--- src/rtl/stsi_pkg.sv ---
// Package for the slot table with scan iterator.
// Holds the command and status codes, the stored entry and result types, and
// width helpers. No dependencies.
`timescale 1ns / 1ps

package stsi_pkg;

  // Default number of slots and fixed field widths
  localparam int unsigned SLOTS_DEF = 16;
  localparam int unsigned DATA_W    = 32;
  localparam int unsigned OUT_IDX_W = 5;

  // Address width for a store of the given depth (at least one bit)
  function automatic int unsigned addr_w(input int unsigned slots);
    return (slots > 1) ? $clog2(slots) : 1;
  endfunction

  // Width of a counter that must also hold the depth itself
  function automatic int unsigned idx_w(input int unsigned slots);
    return $clog2(slots + 1);
  endfunction

  typedef enum logic [1:0] {
    CMD_INSERT = 2'd0,
    CMD_ERASE  = 2'd1,
    CMD_BEGIN  = 2'd2,
    CMD_NEXT   = 2'd3
  } cmd_e;

  typedef enum logic [2:0] {
    ST_OK        = 3'd0,
    ST_FULL      = 3'd1,
    ST_NOT_FOUND = 3'd2,
    ST_AT_END    = 3'd3,
    ST_END       = 3'd4
  } status_e;

  // One stored slot
  typedef struct packed {
    logic [DATA_W-1:0] key;
    logic [DATA_W-1:0] data;
  } entry_t;

  // Result of one transaction, apart from the index fields
  typedef struct packed {
    status_e           status;
    logic [DATA_W-1:0] key;
    logic [DATA_W-1:0] payload;
  } res_t;

  // Request to the shared compare unit
  typedef struct packed {
    logic [DATA_W-1:0] ref_key;
    logic              want_occupied;
  } step_req_t;

  // Answer from the shared compare unit
  typedef struct packed {
    logic at_limit;
    logic hit;
  } step_rsp_t;

endpackage

--- src/rtl/stsi_store.sv ---
// Slot store: one write port and one registered read port.
// Depends on stsi_pkg for the entry type and address width.
`timescale 1ns / 1ps

module stsi_store #(
  parameter int unsigned SLOTS = stsi_pkg::SLOTS_DEF
) (
  input  logic                                  clk_i,
  input  logic                                  we_i,
  input  logic [stsi_pkg::addr_w(SLOTS)-1:0]    waddr_i,
  input  stsi_pkg::entry_t                      wdata_i,
  input  logic [stsi_pkg::addr_w(SLOTS)-1:0]    raddr_i,
  output stsi_pkg::entry_t                      rdata_o
);
  import stsi_pkg::*;

  entry_t mem_q [SLOTS];
  entry_t rdata_q;

  // Write port
  always_ff @(posedge clk_i) begin
    if (we_i) begin
      mem_q[waddr_i] <= wdata_i;
    end
  end

  // Registered read port
  always_ff @(posedge clk_i) begin
    rdata_q <= mem_q[raddr_i];
  end

  assign rdata_o = rdata_q;

endmodule

--- src/rtl/stsi_step.sv ---
// Shared scan unit: limit compare, key compare and pointer increment.
// Depends on stsi_pkg for the request and answer types.
`timescale 1ns / 1ps

module stsi_step #(
  parameter int unsigned SLOTS = stsi_pkg::SLOTS_DEF
) (
  input  logic [stsi_pkg::idx_w(SLOTS)-1:0]  ptr_i,
  input  logic [stsi_pkg::idx_w(SLOTS)-1:0]  limit_i,
  input  logic [stsi_pkg::DATA_W-1:0]        rd_key_i,
  input  stsi_pkg::step_req_t                req_i,
  output stsi_pkg::step_rsp_t                rsp_o,
  output logic [stsi_pkg::idx_w(SLOTS)-1:0]  ptr_inc_o
);
  import stsi_pkg::*;

  localparam int unsigned IW = idx_w(SLOTS);

  // Pointer has run to the end of the range being scanned
  assign rsp_o.at_limit = (ptr_i >= limit_i);

  // Either looking for any occupied slot or for an exact key
  assign rsp_o.hit = req_i.want_occupied ? (rd_key_i != '0)
                                         : (rd_key_i == req_i.ref_key);

  assign ptr_inc_o = ptr_i + IW'(1);

endmodule

--- src/rtl/stsi_ctrl.sv ---
// Sequencer for the slot table: clearing pass, insert, erase with mark trim,
// begin and next. Drives the slot store and the shared scan unit.
// Depends on stsi_pkg.
`timescale 1ns / 1ps

module stsi_ctrl #(
  parameter int unsigned SLOTS = stsi_pkg::SLOTS_DEF
) (
  input  logic                                  clk_i,
  input  logic                                  rst_ni,
  // command side
  input  logic                                  in_valid_i,
  output logic                                  in_ready_o,
  input  stsi_pkg::cmd_e                        cmd_i,
  input  logic [stsi_pkg::DATA_W-1:0]           key_i,
  input  logic [stsi_pkg::DATA_W-1:0]           payload_i,
  // result side
  output logic                                  res_valid_o,
  input  logic                                  res_ready_i,
  output stsi_pkg::res_t                        res_o,
  output logic [stsi_pkg::idx_w(SLOTS)-1:0]     res_index_o,
  output logic [stsi_pkg::idx_w(SLOTS)-1:0]     res_mark_o,
  // slot store
  output logic                                  we_o,
  output logic [stsi_pkg::addr_w(SLOTS)-1:0]    waddr_o,
  output stsi_pkg::entry_t                      wdata_o,
  output logic [stsi_pkg::addr_w(SLOTS)-1:0]    raddr_o,
  input  stsi_pkg::entry_t                      rdata_i,
  // shared scan unit
  output logic [stsi_pkg::idx_w(SLOTS)-1:0]     ptr_o,
  output logic [stsi_pkg::idx_w(SLOTS)-1:0]     limit_o,
  output stsi_pkg::step_req_t                   step_req_o,
  input  stsi_pkg::step_rsp_t                   step_rsp_i,
  input  logic [stsi_pkg::idx_w(SLOTS)-1:0]     ptr_inc_i
);
  import stsi_pkg::*;

  localparam int unsigned AW = addr_w(SLOTS);
  localparam int unsigned IW = idx_w(SLOTS);

  typedef enum logic [6:0] {
    S_CLEAR    = 7'b0000001,
    S_IDLE     = 7'b0000010,
    S_RD       = 7'b0000100,
    S_CMP      = 7'b0001000,
    S_TRIM_RD  = 7'b0010000,
    S_TRIM_CMP = 7'b0100000,
    S_DONE     = 7'b1000000
  } state_e;

  state_e               state_q, state_d;
  logic [IW-1:0]        ptr_q, ptr_d;
  logic [IW-1:0]        mark_q, mark_d;
  logic [IW-1:0]        cursor_q, cursor_d;
  cmd_e                 cmd_q, cmd_d;
  logic [DATA_W-1:0]    key_q, key_d;
  logic [DATA_W-1:0]    pay_q, pay_d;
  res_t                 res_q, res_d;
  logic [IW-1:0]        res_idx_q, res_idx_d;

  logic [IW-1:0]        mark_dec;
  logic [IW-1:0]        cursor_inc;
  logic                 scan_iter;

  assign mark_dec   = mark_q - IW'(1);
  assign cursor_inc = cursor_q + IW'(1);
  assign scan_iter  = (cmd_q == CMD_BEGIN) || (cmd_q == CMD_NEXT);

  // Shared scan unit hookup
  assign ptr_o   = ptr_q;
  assign limit_o = (cmd_q == CMD_INSERT) ? IW'(SLOTS) : mark_q;
  assign step_req_o.want_occupied = scan_iter;
  assign step_req_o.ref_key = ((state_q == S_CMP) && (cmd_q == CMD_ERASE)) ? key_q : '0;

  // Read address: trim walks down from the mark, everything else follows ptr
  assign raddr_o = (state_q == S_TRIM_RD) ? mark_dec[AW-1:0] : ptr_q[AW-1:0];
  assign waddr_o = ptr_q[AW-1:0];

  assign in_ready_o  = (state_q == S_IDLE);
  assign res_valid_o = (state_q == S_DONE);
  assign res_o       = res_q;
  assign res_index_o = res_idx_q;
  assign res_mark_o  = mark_q;

  // Sequencer
  always_comb begin
    state_d   = state_q;
    ptr_d     = ptr_q;
    mark_d    = mark_q;
    cursor_d  = cursor_q;
    cmd_d     = cmd_q;
    key_d     = key_q;
    pay_d     = pay_q;
    res_d     = res_q;
    res_idx_d = res_idx_q;
    we_o      = 1'b0;
    wdata_o   = '0;

    case (state_q)
      // Zero the slots one after another, from slot 0 up, after reset
      S_CLEAR: begin
        we_o = 1'b1;
        if (ptr_q == IW'(SLOTS - 1)) begin
          ptr_d   = '0;
          state_d = S_IDLE;
        end else begin
          ptr_d = ptr_inc_i;
        end
      end

      S_IDLE: begin
        if (in_valid_i) begin
          cmd_d       = cmd_i;
          key_d       = key_i;
          pay_d       = payload_i;
          res_d       = '0;
          res_idx_d   = '0;
          ptr_d       = '0;
          state_d     = S_RD;
          if (cmd_i == CMD_NEXT) begin
            if (cursor_q >= mark_q) begin
              res_d.status = ST_AT_END;
              res_idx_d    = mark_q;
              state_d      = S_DONE;
            end else begin
              ptr_d = cursor_inc;
            end
          end
        end
      end

      // Range check, read of the slot under ptr in flight
      S_RD: begin
        if (step_rsp_i.at_limit) begin
          state_d = S_DONE;
          case (cmd_q)
            CMD_INSERT: res_d.status = ST_FULL;
            CMD_ERASE:  res_d.status = ST_NOT_FOUND;
            default: begin
              res_d.status = ST_END;
              res_idx_d    = mark_q;
              cursor_d     = ptr_q;
            end
          endcase
        end else begin
          state_d = S_CMP;
        end
      end

      // Compare the slot just read
      S_CMP: begin
        if (step_rsp_i.hit) begin
          res_d.status = ST_OK;
          res_idx_d    = ptr_q;
          case (cmd_q)
            CMD_INSERT: begin
              we_o         = 1'b1;
              wdata_o.key  = key_q;
              wdata_o.data = pay_q;
              if (ptr_q >= mark_q) begin
                mark_d = ptr_inc_i;
              end
              state_d = S_DONE;
            end
            CMD_ERASE: begin
              we_o    = 1'b1;
              state_d = S_TRIM_RD;
            end
            default: begin
              res_d.key     = rdata_i.key;
              res_d.payload = rdata_i.data;
              cursor_d      = ptr_q;
              state_d       = S_DONE;
            end
          endcase
        end else begin
          ptr_d   = ptr_inc_i;
          state_d = S_RD;
        end
      end

      // Pull the mark down past trailing empty slots
      S_TRIM_RD: begin
        state_d = (mark_q == '0) ? S_DONE : S_TRIM_CMP;
      end

      S_TRIM_CMP: begin
        if (step_rsp_i.hit) begin
          mark_d  = mark_dec;
          state_d = S_TRIM_RD;
        end else begin
          state_d = S_DONE;
        end
      end

      S_DONE: begin
        if (res_ready_i) begin
          state_d = S_IDLE;
        end
      end

      default: begin
        state_d = S_IDLE;
      end
    endcase
  end

  // Control state
  always_ff @(posedge clk_i or negedge rst_ni) begin
    if (!rst_ni) begin
      state_q  <= S_CLEAR;
      ptr_q    <= '0;
      mark_q   <= '0;
      cursor_q <= '0;
      cmd_q    <= CMD_INSERT;
    end else begin
      state_q  <= state_d;
      ptr_q    <= ptr_d;
      mark_q   <= mark_d;
      cursor_q <= cursor_d;
      cmd_q    <= cmd_d;
    end
  end

  // Operands and result, no reset needed
  always_ff @(posedge clk_i) begin
    key_q     <= key_d;
    pay_q     <= pay_d;
    res_q     <= res_d;
    res_idx_q <= res_idx_d;
  end

  // The mark never passes the table size
  a_mark_range: assert property (@(posedge clk_i) disable iff (!rst_ni)
    mark_q <= IW'(SLOTS))
    else $error("mark beyond table size");

  // Store is only written while clearing or on a hit
  a_write_state: assert property (@(posedge clk_i) disable iff (!rst_ni)
    we_o |-> (state_q == S_CLEAR || state_q == S_CMP))
    else $error("store written outside clear or compare");

  // A held result is not dropped
  a_done_hold: assert property (@(posedge clk_i) disable iff (!rst_ni)
    (state_q == S_DONE && !res_ready_i) |=> (state_q == S_DONE))
    else $error("result left before it was taken");

  // Trim only follows an erase
  a_trim_erase: assert property (@(posedge clk_i) disable iff (!rst_ni)
    (state_q == S_TRIM_RD || state_q == S_TRIM_CMP) |-> (cmd_q == CMD_ERASE))
    else $error("trim outside erase");

endmodule

--- src/rtl/slot_table_with_scan_iterator.sv ---
// Slot table with first-free insert, erase by key and a scanning iterator.
// Top level: sequencer, slot store, shared scan unit and output register.
// Depends on stsi_pkg, stsi_store, stsi_step and stsi_ctrl.
//
// One transaction at a time. The table is scanned one slot at a time
// through the single registered read port of the slot store: each slot is
// read, then compared. An erase that hits then trims the high-water mark
// past the empty slots below it. After reset a clearing pass zeroes the
// store, one slot per cycle, during which in_ready_o stays low. A finished
// result sits in an output register, so the next transaction is taken
// while it waits.
`timescale 1ns / 1ps

module slot_table_with_scan_iterator #(
  parameter int unsigned SLOTS = stsi_pkg::SLOTS_DEF
) (
  input  logic                                   clk_i,
  input  logic                                   rst_ni,
  input  logic                                   in_valid_i,
  output logic                                   in_ready_o,
  input  logic [1:0]                             cmd_i,
  input  logic [stsi_pkg::DATA_W-1:0]            key_id_i,
  input  logic [stsi_pkg::DATA_W-1:0]            record_payload_i,
  output logic                                   out_valid_o,
  input  logic                                   out_ready_i,
  output logic [2:0]                             status_o,
  output logic [stsi_pkg::OUT_IDX_W-1:0]         slot_index_o,
  output logic [stsi_pkg::DATA_W-1:0]            out_key_o,
  output logic [stsi_pkg::DATA_W-1:0]            out_payload_o,
  output logic [stsi_pkg::OUT_IDX_W-1:0]         high_water_o
);
  import stsi_pkg::*;

  localparam int unsigned AW = addr_w(SLOTS);
  localparam int unsigned IW = idx_w(SLOTS);

  logic              res_valid;
  logic              res_ready;
  res_t              res;
  logic [IW-1:0]     res_index;
  logic [IW-1:0]     res_mark;
  logic              we;
  logic [AW-1:0]     waddr;
  logic [AW-1:0]     raddr;
  entry_t            wdata;
  entry_t            rdata;
  logic [IW-1:0]     ptr;
  logic [IW-1:0]     limit;
  logic [IW-1:0]     ptr_inc;
  step_req_t         step_req;
  step_rsp_t         step_rsp;

  logic [31:0]       index_wide;
  logic [31:0]       mark_wide;

  logic              out_valid_q, out_valid_d;
  logic [2:0]        status_q;
  logic [OUT_IDX_W-1:0] slot_index_q;
  logic [DATA_W-1:0] out_key_q;
  logic [DATA_W-1:0] out_payload_q;
  logic [OUT_IDX_W-1:0] high_water_q;

  stsi_ctrl #(.SLOTS(SLOTS)) u_ctrl (
    .clk_i       (clk_i),
    .rst_ni      (rst_ni),
    .in_valid_i  (in_valid_i),
    .in_ready_o  (in_ready_o),
    .cmd_i       (cmd_e'(cmd_i)),
    .key_i       (key_id_i),
    .payload_i   (record_payload_i),
    .res_valid_o (res_valid),
    .res_ready_i (res_ready),
    .res_o       (res),
    .res_index_o (res_index),
    .res_mark_o  (res_mark),
    .we_o        (we),
    .waddr_o     (waddr),
    .wdata_o     (wdata),
    .raddr_o     (raddr),
    .rdata_i     (rdata),
    .ptr_o       (ptr),
    .limit_o     (limit),
    .step_req_o  (step_req),
    .step_rsp_i  (step_rsp),
    .ptr_inc_i   (ptr_inc)
  );

  stsi_store #(.SLOTS(SLOTS)) u_store (
    .clk_i   (clk_i),
    .we_i    (we),
    .waddr_i (waddr),
    .wdata_i (wdata),
    .raddr_i (raddr),
    .rdata_o (rdata)
  );

  stsi_step #(.SLOTS(SLOTS)) u_step (
    .ptr_i     (ptr),
    .limit_i   (limit),
    .rd_key_i  (rdata.key),
    .req_i     (step_req),
    .rsp_o     (step_rsp),
    .ptr_inc_o (ptr_inc)
  );

  // Index fields carry the low bits of the internal counters
  assign index_wide = 32'(res_index);
  assign mark_wide  = 32'(res_mark);

  // Output register: refill when empty or being drained
  assign res_ready = !out_valid_q || out_ready_i;

  always_comb begin
    out_valid_d = out_valid_q;
    if (res_valid && res_ready) begin
      out_valid_d = 1'b1;
    end else if (out_ready_i) begin
      out_valid_d = 1'b0;
    end
  end

  always_ff @(posedge clk_i or negedge rst_ni) begin
    if (!rst_ni) begin
      out_valid_q <= 1'b0;
    end else begin
      out_valid_q <= out_valid_d;
    end
  end

  always_ff @(posedge clk_i) begin
    if (res_valid && res_ready) begin
      status_q      <= res.status;
      slot_index_q  <= index_wide[OUT_IDX_W-1:0];
      out_key_q     <= res.key;
      out_payload_q <= res.payload;
      high_water_q  <= mark_wide[OUT_IDX_W-1:0];
    end
  end

  assign out_valid_o   = out_valid_q;
  assign status_o      = status_q;
  assign slot_index_o  = slot_index_q;
  assign out_key_o     = out_key_q;
  assign out_payload_o = out_payload_q;
  assign high_water_o  = high_water_q;

endmodule
--- config.mk ---
export PLATFORM = sky130hd
export DESIGN_NAME = slot_table_with_scan_iterator
export DESIGN_NICKNAME = d
export VERILOG_FILES = /design/src/rtl/stsi_pkg.sv /design/src/rtl/stsi_store.sv /design/src/rtl/stsi_step.sv /design/src/rtl/stsi_ctrl.sv /design/src/rtl/slot_table_with_scan_iterator.sv
export SDC_FILE = /design/constraint.sdc
export NUM_CORES = 2
export LEC_CHECK = 0
export BUFFER_PORTS_ARGS = -buffer_cell sky130_fd_sc_hd__buf_4
export CAP_MARGIN = 20
export CORE_ASPECT_RATIO = 2
export CORE_MARGIN = 5
export CORE_UTILIZATION = 55
export DETAILED_ROUTE_END_ITERATION = 7
export PLACE_DENSITY = 0.72
export SYNTH_ARGS = -nofsm -noshare
export SYNTH_HDL_FRONTEND = slang
export SYNTH_SLANG_ARGS = --single-unit
--- constraint.sdc ---
create_clock -name clk_i -period 7.95 [get_ports clk_i]
set_input_delay 1.1925 -clock clk_i [delete_from_list [all_inputs] [get_ports clk_i]]
set_output_delay 1.1925 -clock clk_i [all_outputs]
set_load 0.005 [all_outputs]
# Yosys cells after proc, flatten, opt, wreduce, memory -nomap -nowiden
# Memory sizes are Yosys's and may differ from the RTL's. A register that Yosys moved wholly into a read port is not among the register bits.
# Cells that the tools add are included.
# totals
reg_bits,238
out_inout_bits,79
wordCells,127
ram_bits,1024
mem_count,1
input_bits,70
# op_classes
mux,56
addsub,3
eq_ne,24
reduce_logical,23
n_lt_le_gt_ge,3
# mem_list
name,depth,word_bits,read_ports,rd_clocked_by_memory_dff,write_ports,line,rtl
u_store.mem_q,16,64,1,1,1,stsi_store.sv:17,entry_t mem_q [SLOTS];
# ops
operator,count
64-bit 2-to-1 mux,4
67-bit 2-to-1 mux,2
64-bit one-hot mux with 2 select lines,1
5-bit 2-to-1 mux,19
7-bit 2-to-1 mux,10
7-bit one-hot mux with 7 select lines,1
32-bit equality test,1
32-bit 2-to-1 mux,1
32-bit nonzero test,1
5-bit one-hot mux with 3 select lines,2
5-bit one-hot mux with 2 select lines,2
2-bit inequality test (second input constant),8
5-bit >= comparator,3
5-bit by 1-bit adder with 5-bit output (second input constant),2
5-bit AND reduction,2
3-bit one-hot mux with 3 select lines,1
3-bit AND reduction,3
4-bit AND reduction,2
2-bit nonzero test,4
7-bit by 1-bit equality test with 1-bit output (second input constant),1
7-bit by 2-bit equality test with 1-bit output (second input constant),1
7-bit by 3-bit equality test with 1-bit output (second input constant),1
7-bit by 4-bit equality test with 1-bit output (second input constant),1
7-bit by 5-bit equality test with 1-bit output (second input constant),1
21 further kinds,35

# Logic depth before layout (Yosys ltp)
# logic_depth
ltp_word,9
mapped_depth,12

# By module
# From an unflattened synthesis, not the netlist that was laid out.
# hier_totals
hier_cells,2335
hier_area_um2,49650.1
# modules_own_cells
module,area_each_um2,cells_per_inst,instances
stsi_store,39581.7,1647,1
stsi_ctrl,7105.6,532,1
slot_table_with_scan_iterator,2366.0,81,1
stsi_step,596.8,75,1

# Worst setup path before layout
# No wires, ideal clock.
# synth_timing
path_kind,flip-flop to flip-flop
from,register u_ctrl.state_q[2]
to,memory u_store.mem_q[0][0] (netlist bit) (enable)
path_stages_with_launch,10
arrival_ns,6.763
required_time_ns,7.385
path_buffers,1
setup_ns,0.565
path_slack_ns,0.622
cell_sequence,dfrtp_1 or4b_2 buf_2 nor2_1 nand3_1 xnor2_1 nor4_2 a31o_2 nand2_1 nor3_1
# synth_via
elab_chain_cells,9
elab_cells_between_ends,10
cone_classes,3 x eq/ne; 6 x mux; 1 x reduce/logical
# synth_rtl
element,line,rtl
"start, declared",stsi_ctrl.sv:51,"state_e state_q, state_d;"
"start signal, assigned",stsi_ctrl.sv:217,state_q <= state_d;
7-bit by 4-bit equality test with 1-bit output,"stsi_ctrl.sv:73, stsi_ctrl.sv:99",
1-bit logical AND,stsi_ctrl.sv:73,assign step_req_o.ref_key = ((state_q == S_CMP) && (cmd_q == CMD_ERASE)) ? key_q : '0;
32-bit 2-to-1 mux,stsi_ctrl.sv:73,
32-bit equality test,stsi_step.sv:24,: (rd_key_i == req_i.ref_key);
1-bit 2-to-1 mux,stsi_step.sv:23,assign rsp_o.hit = req_i.want_occupied ? (rd_key_i != '0)
1-bit 2-to-1 mux,stsi_ctrl.sv:152,if (step_rsp_i.hit) begin
1-bit one-hot mux with 2 select lines (*),stsi_ctrl.sv:99,case (state_q)
1-bit 2-to-1 mux (*),stsi_store.sv:22,if (we_i) begin
1-bit 2-to-1 mux (not written as such) (*),stsi_store.sv:23,mem_q[waddr_i] <= wdata_i;
"end, declared",stsi_store.sv:17,
# Mark *: on every way between the ends. The rest lies on a longest branch, timed or not.

# Worst setup path in the final report
# layout_timing
from,register u_ctrl.state_q[5]
to,memory u_store.mem_q[13][31] (netlist bit) (enable)
# The elaborated chain is that of the path after synthesis.

==> flow_metrics.env <==
export IMPL_dp_final_hpwl_mm=64.8
export IMPL_coreArea_sq_um=91300
export IMPL_post_cts_buffers=0
export IMPL_reg2reg_from="u_ctrl.state_q[5]$_DFFE_PN0P_"
export IMPL_overflow=0
export IMPL_cts_root_buf="clkbuf_16"
export IMPL_place_ws_ns=2.75
export IMPL_synth_top_area_cell="edfxtp_1"
export IMPL_die_h_microns=438
export IMPL_dpl_cell_count=3625
export IMPL_netlist_top_cells_area="edfxtp_1, mux4_2, mux2i_1, dfxtp_1, dfrtp_1"
export IMPL_die_x_microns=224
export IMPL_synth_ff_type="edfxtp_1"
export IMPL_power_density_nw_per_um2=286
export IMPL_crit_fanout=29
export IMPL_grt_pass1_vias=25100
export IMPL_combPwrFrac=0.146
export IMPL_path_class="reg -> reg"
export IMPL_grt_pass1_wl_mm=166
export IMPL_arrival_ns=5.63
export IMPL_clk_pin_slew_ns=0.07
export IMPL_p_clk_frac=0.340
export IMPL_relSlewSlack=0.227
export IMPL_layout_drive_gt1_share=0.258
export IMPL_vdd_drop_max_v=0.000226
export IMPL_critPathCaptureType="flop"
export IMPL_mostFrequentLayoutCells="edfxtp_1, mux4_2, mux2i_1"
export IMPL_grt_antenna_before_repair=2
export IMPL_grt_max_degree=104
export IMPL_layout_commonest_cell="edfxtp_1"
export IMPL_synth_edf_count=1237
export IMPL_rrSetupSlack_ns=2.64
export IMPL_p_int_mw=12.1
export IMPL_cts_buffers=110
export IMPL_switchingPower_mw=4.18
export IMPL_maxSlewViolCount=0
export IMPL_endpoint="u_store.mem_q[13][31]$_DFFE_PP_"
export IMPL_gp_congestion=1.00
export IMPL_drc=0
export IMPL_postLayoutCellArea_sq_um=56900
export IMPL_placed_area_sq_um=53000
export IMPL_grtUsageTotal=0.231
export IMPL_synth_ff_latch_count=1326
export IMPL_fill_cells=6132
export IMPL_yosysTopAreaCellShare=0.736
export IMPL_power_leakage_nw=17.2
export IMPL_cts_htree_levels=3
export IMPL_routedWlPerCell_microns=29.4
export IMPL_drt_iter0_drc=2457
export IMPL_hold_viol=0
export IMPL_synth_area_sq_um=50400
export IMPL_ctsHoldBuffers=0
export IMPL_placement_io_buffers=148
export IMPL_crit_required_ns=8.27
export IMPL_syn_avg_cell_area_sq_um=21.5
export IMPL_rsz0062_at_grt="no"
export IMPL_avgViaCountPerCell=6.21
export IMPL_cts_tree="done"
export IMPL_maxCapViolCount=0
export IMPL_fin_crit_sh=0.668
export IMPL_tns_ns=0
export IMPL_ioPinCount=149
export IMPL_vias=23800
export IMPL_pwr_share_seq=0.514
export IMPL_total_power_mw=16.2
export IMPL_synth_nets=2443
export IMPL_rr_endpoint="u_store.mem_q[13][31]$_DFFE_PP_"
export IMPL_rows=157
export IMPL_initial_core_util=0.552
export IMPL_worstSetupStartpointType="flop"
export IMPL_switching_share=0.257
export IMPL_critPathLaunch="u_ctrl.state_q[5]$_DFFE_PN0P_"
export IMPL_post_cts_resized=0
export IMPL_cts_sinks=1326
export IMPL_hold_class="in -> async"
export IMPL_drt_pass1_iter_count=8
export IMPL_nets=2642
export IMPL_status="finished, final reports clean"
export IMPL_setup_viol=0
export IMPL_die_area_sq_um=98200
export IMPL_synth_cells=2350
export IMPL_period_minus_slack_ns=5.31
export IMPL_yosysWarnings=0
export IMPL_timing_final_ws_setup_ns=2.64
export IMPL_fin_cells=3837
export IMPL_tightest_slew_ns=1.16
export IMPL_skew_ns=0.0294
export IMPL_clock_path_buffers=3
export IMPL_r2r_cells=10
export IMPL_synth_cell_types=68
export IMPL_drt_total_wl_mm=113
export IMPL_ant_nets=0
export IMPL_clkLatencyLatePin_ns=0.71
export IMPL_max_freq_mhz=188
export IMPL_async_flop_share=0.0189
export IMPL_yosysSeqAreaShare=0.774
export IMPL_syn_to_final_growth_pct=12.7
layout make-up:
cell class,instances,area [sq um],area share
Sequential cell,1326,39100,0.687
Multi-Input combinational cell,893,10900,0.191
Clock buffer,138,3010,0.0530
Timing Repair Buffer,200,1640,0.0288
Tap cell,1192,1490,0.0262
Clock inverter,68,707,0.0124
Inverter,18,67.6,0.00119
Antenna cell,2,5.00,0.0000880
routing by layer:
layer / wire [microns] / vias up / track usage / share of wire
met2: 59800 / 980 / 0.404 / 0.53
met5: 13 / - / 0 / 0.00012
met3: 6410 / 243 / 0.0325 / 0.057
li1: - / 10000 / - / -
met4: 5160 / 2 / 0.102 / 0.046
met1: 41400 / 12600 / 0.288 / 0.37
power groups by stage:
| stage | Clock, mW | Combinational [mW] | Sequential (mW) |
|---|---|---|---|
| 2_1_floorplan | 0 | 1.76 | 8.37 |
| 3_3_place_gp | 0 | 2.34 | 8.50 |
| 3_5_place_dp | 0 | 2.37 | 8.48 |
| 4_1_cts | 5.63 | 2.37 | 8.35 |
| 5_1_grt | 5.93 | 2.52 | 8.37 |
| 6_report | 5.53 | 2.37 | 8.35 |
metrics by stage:
step,utilization,hold WS [ns]
floorplan,-,0.400
global placement,0.580,0.402
detailed placement,0.581,0.405
CTS,0.621,0.369
global route,0.622,0.410
finish,0.622,0.401
registers in the layout (all words and copies together), names as in the netlist:
register            count
out_key_o              32
u_ctrl.res_index_o      5
u_ctrl.ptr_o            5
out_payload_o          32
high_water_o            5
u_store.mem_q        1024
u_ctrl.res_o           67
status_o                3
slot_index_o            5
u_store.rdata_o        64
u_ctrl.pay_q           32
u_ctrl.cmd_q            2
u_ctrl.res_mark_o       5
u_ctrl.cursor_q         5
u_ctrl.state_q          7
u_ctrl.key_q           32
out_valid_o             1
how the worst min path moves through the flow:
stage,endpoint,slack [ns],start,cells after the start
after floorplan,out_key_o[0]$_DFFE_PP_,0.40,u_ctrl.res_o[32]$_SDFFCE_PP0P_,0
after global placement,slot_index_o[2]$_DFFE_PP_,0.40,u_ctrl.res_index_o[2]$_DFFE_PP_,0
after detailed placement,out_key_o[15]$_DFFE_PP_,0.40,u_ctrl.res_o[47]$_SDFFCE_PP0P_,0
after CTS,u_ctrl.res_mark_o[3]$_DFFE_PN0P_,0.37,rst_ni,1
after global routing,u_ctrl.state_q[4]$_DFFE_PN0P_,0.41,rst_ni,1
final,u_ctrl.res_mark_o[3]$_DFFE_PN0P_,0.40,rst_ni,1
synthesized netlist by cell type, types with 3 or more instances:
cell type  instances
buf_2             48
mux4_2           256
a31oi_1            9
nand3b_1           3
nand2_1           26
a21oi_1            8
clkbuf_2           6
nand4_1           14
o21ai_1            3
and4_1             7
mux2_2             9
and2_1            65
and3_1            64
o22ai_1            3
edfxtp_1        1237
dfrtp_1           24
o221ai_1           3
clkbuf_1          28
inv_1             18
a21o_1             8
nor2_1            48
buf_4             28
nor4bb_1           8
ha_1              23
mux2i_1          194
a22o_1             5
o21ai_0            7
nor3_1            13
nand2b_1          10
o32ai_1            5
xnor2_1           20
nand3_1           14
xor2_1            10
nor2b_1            6
nor4_1            13
dfxtp_1           64
cells by family after synthesis:
kind of cell | Yosys count | synth area share
compound gates | 73 | 0.0105
xor+xnor | 30 | 0.00521
fa+ha+maj | 23 | 0.00570
buf+inv | 131 | 0.0133
flops | 1326 | 0.774
mux | 459 | 0.155
simple gates | 308 | 0.0363
worst max-delay path, cell delays in order (launching register included):
cell,delay (ns)
dfrtp_1,0.44
nor3_4,0.89
buf_4,0.41
nand3_4,0.18
o32ai_1,0.19
o2111ai_1,0.23
nor4_2,0.51
a31o_2,0.31
nand2_1,0.24
nor2_4,0.85
buf_4,0.59
(Power assumes the default switching activity.)
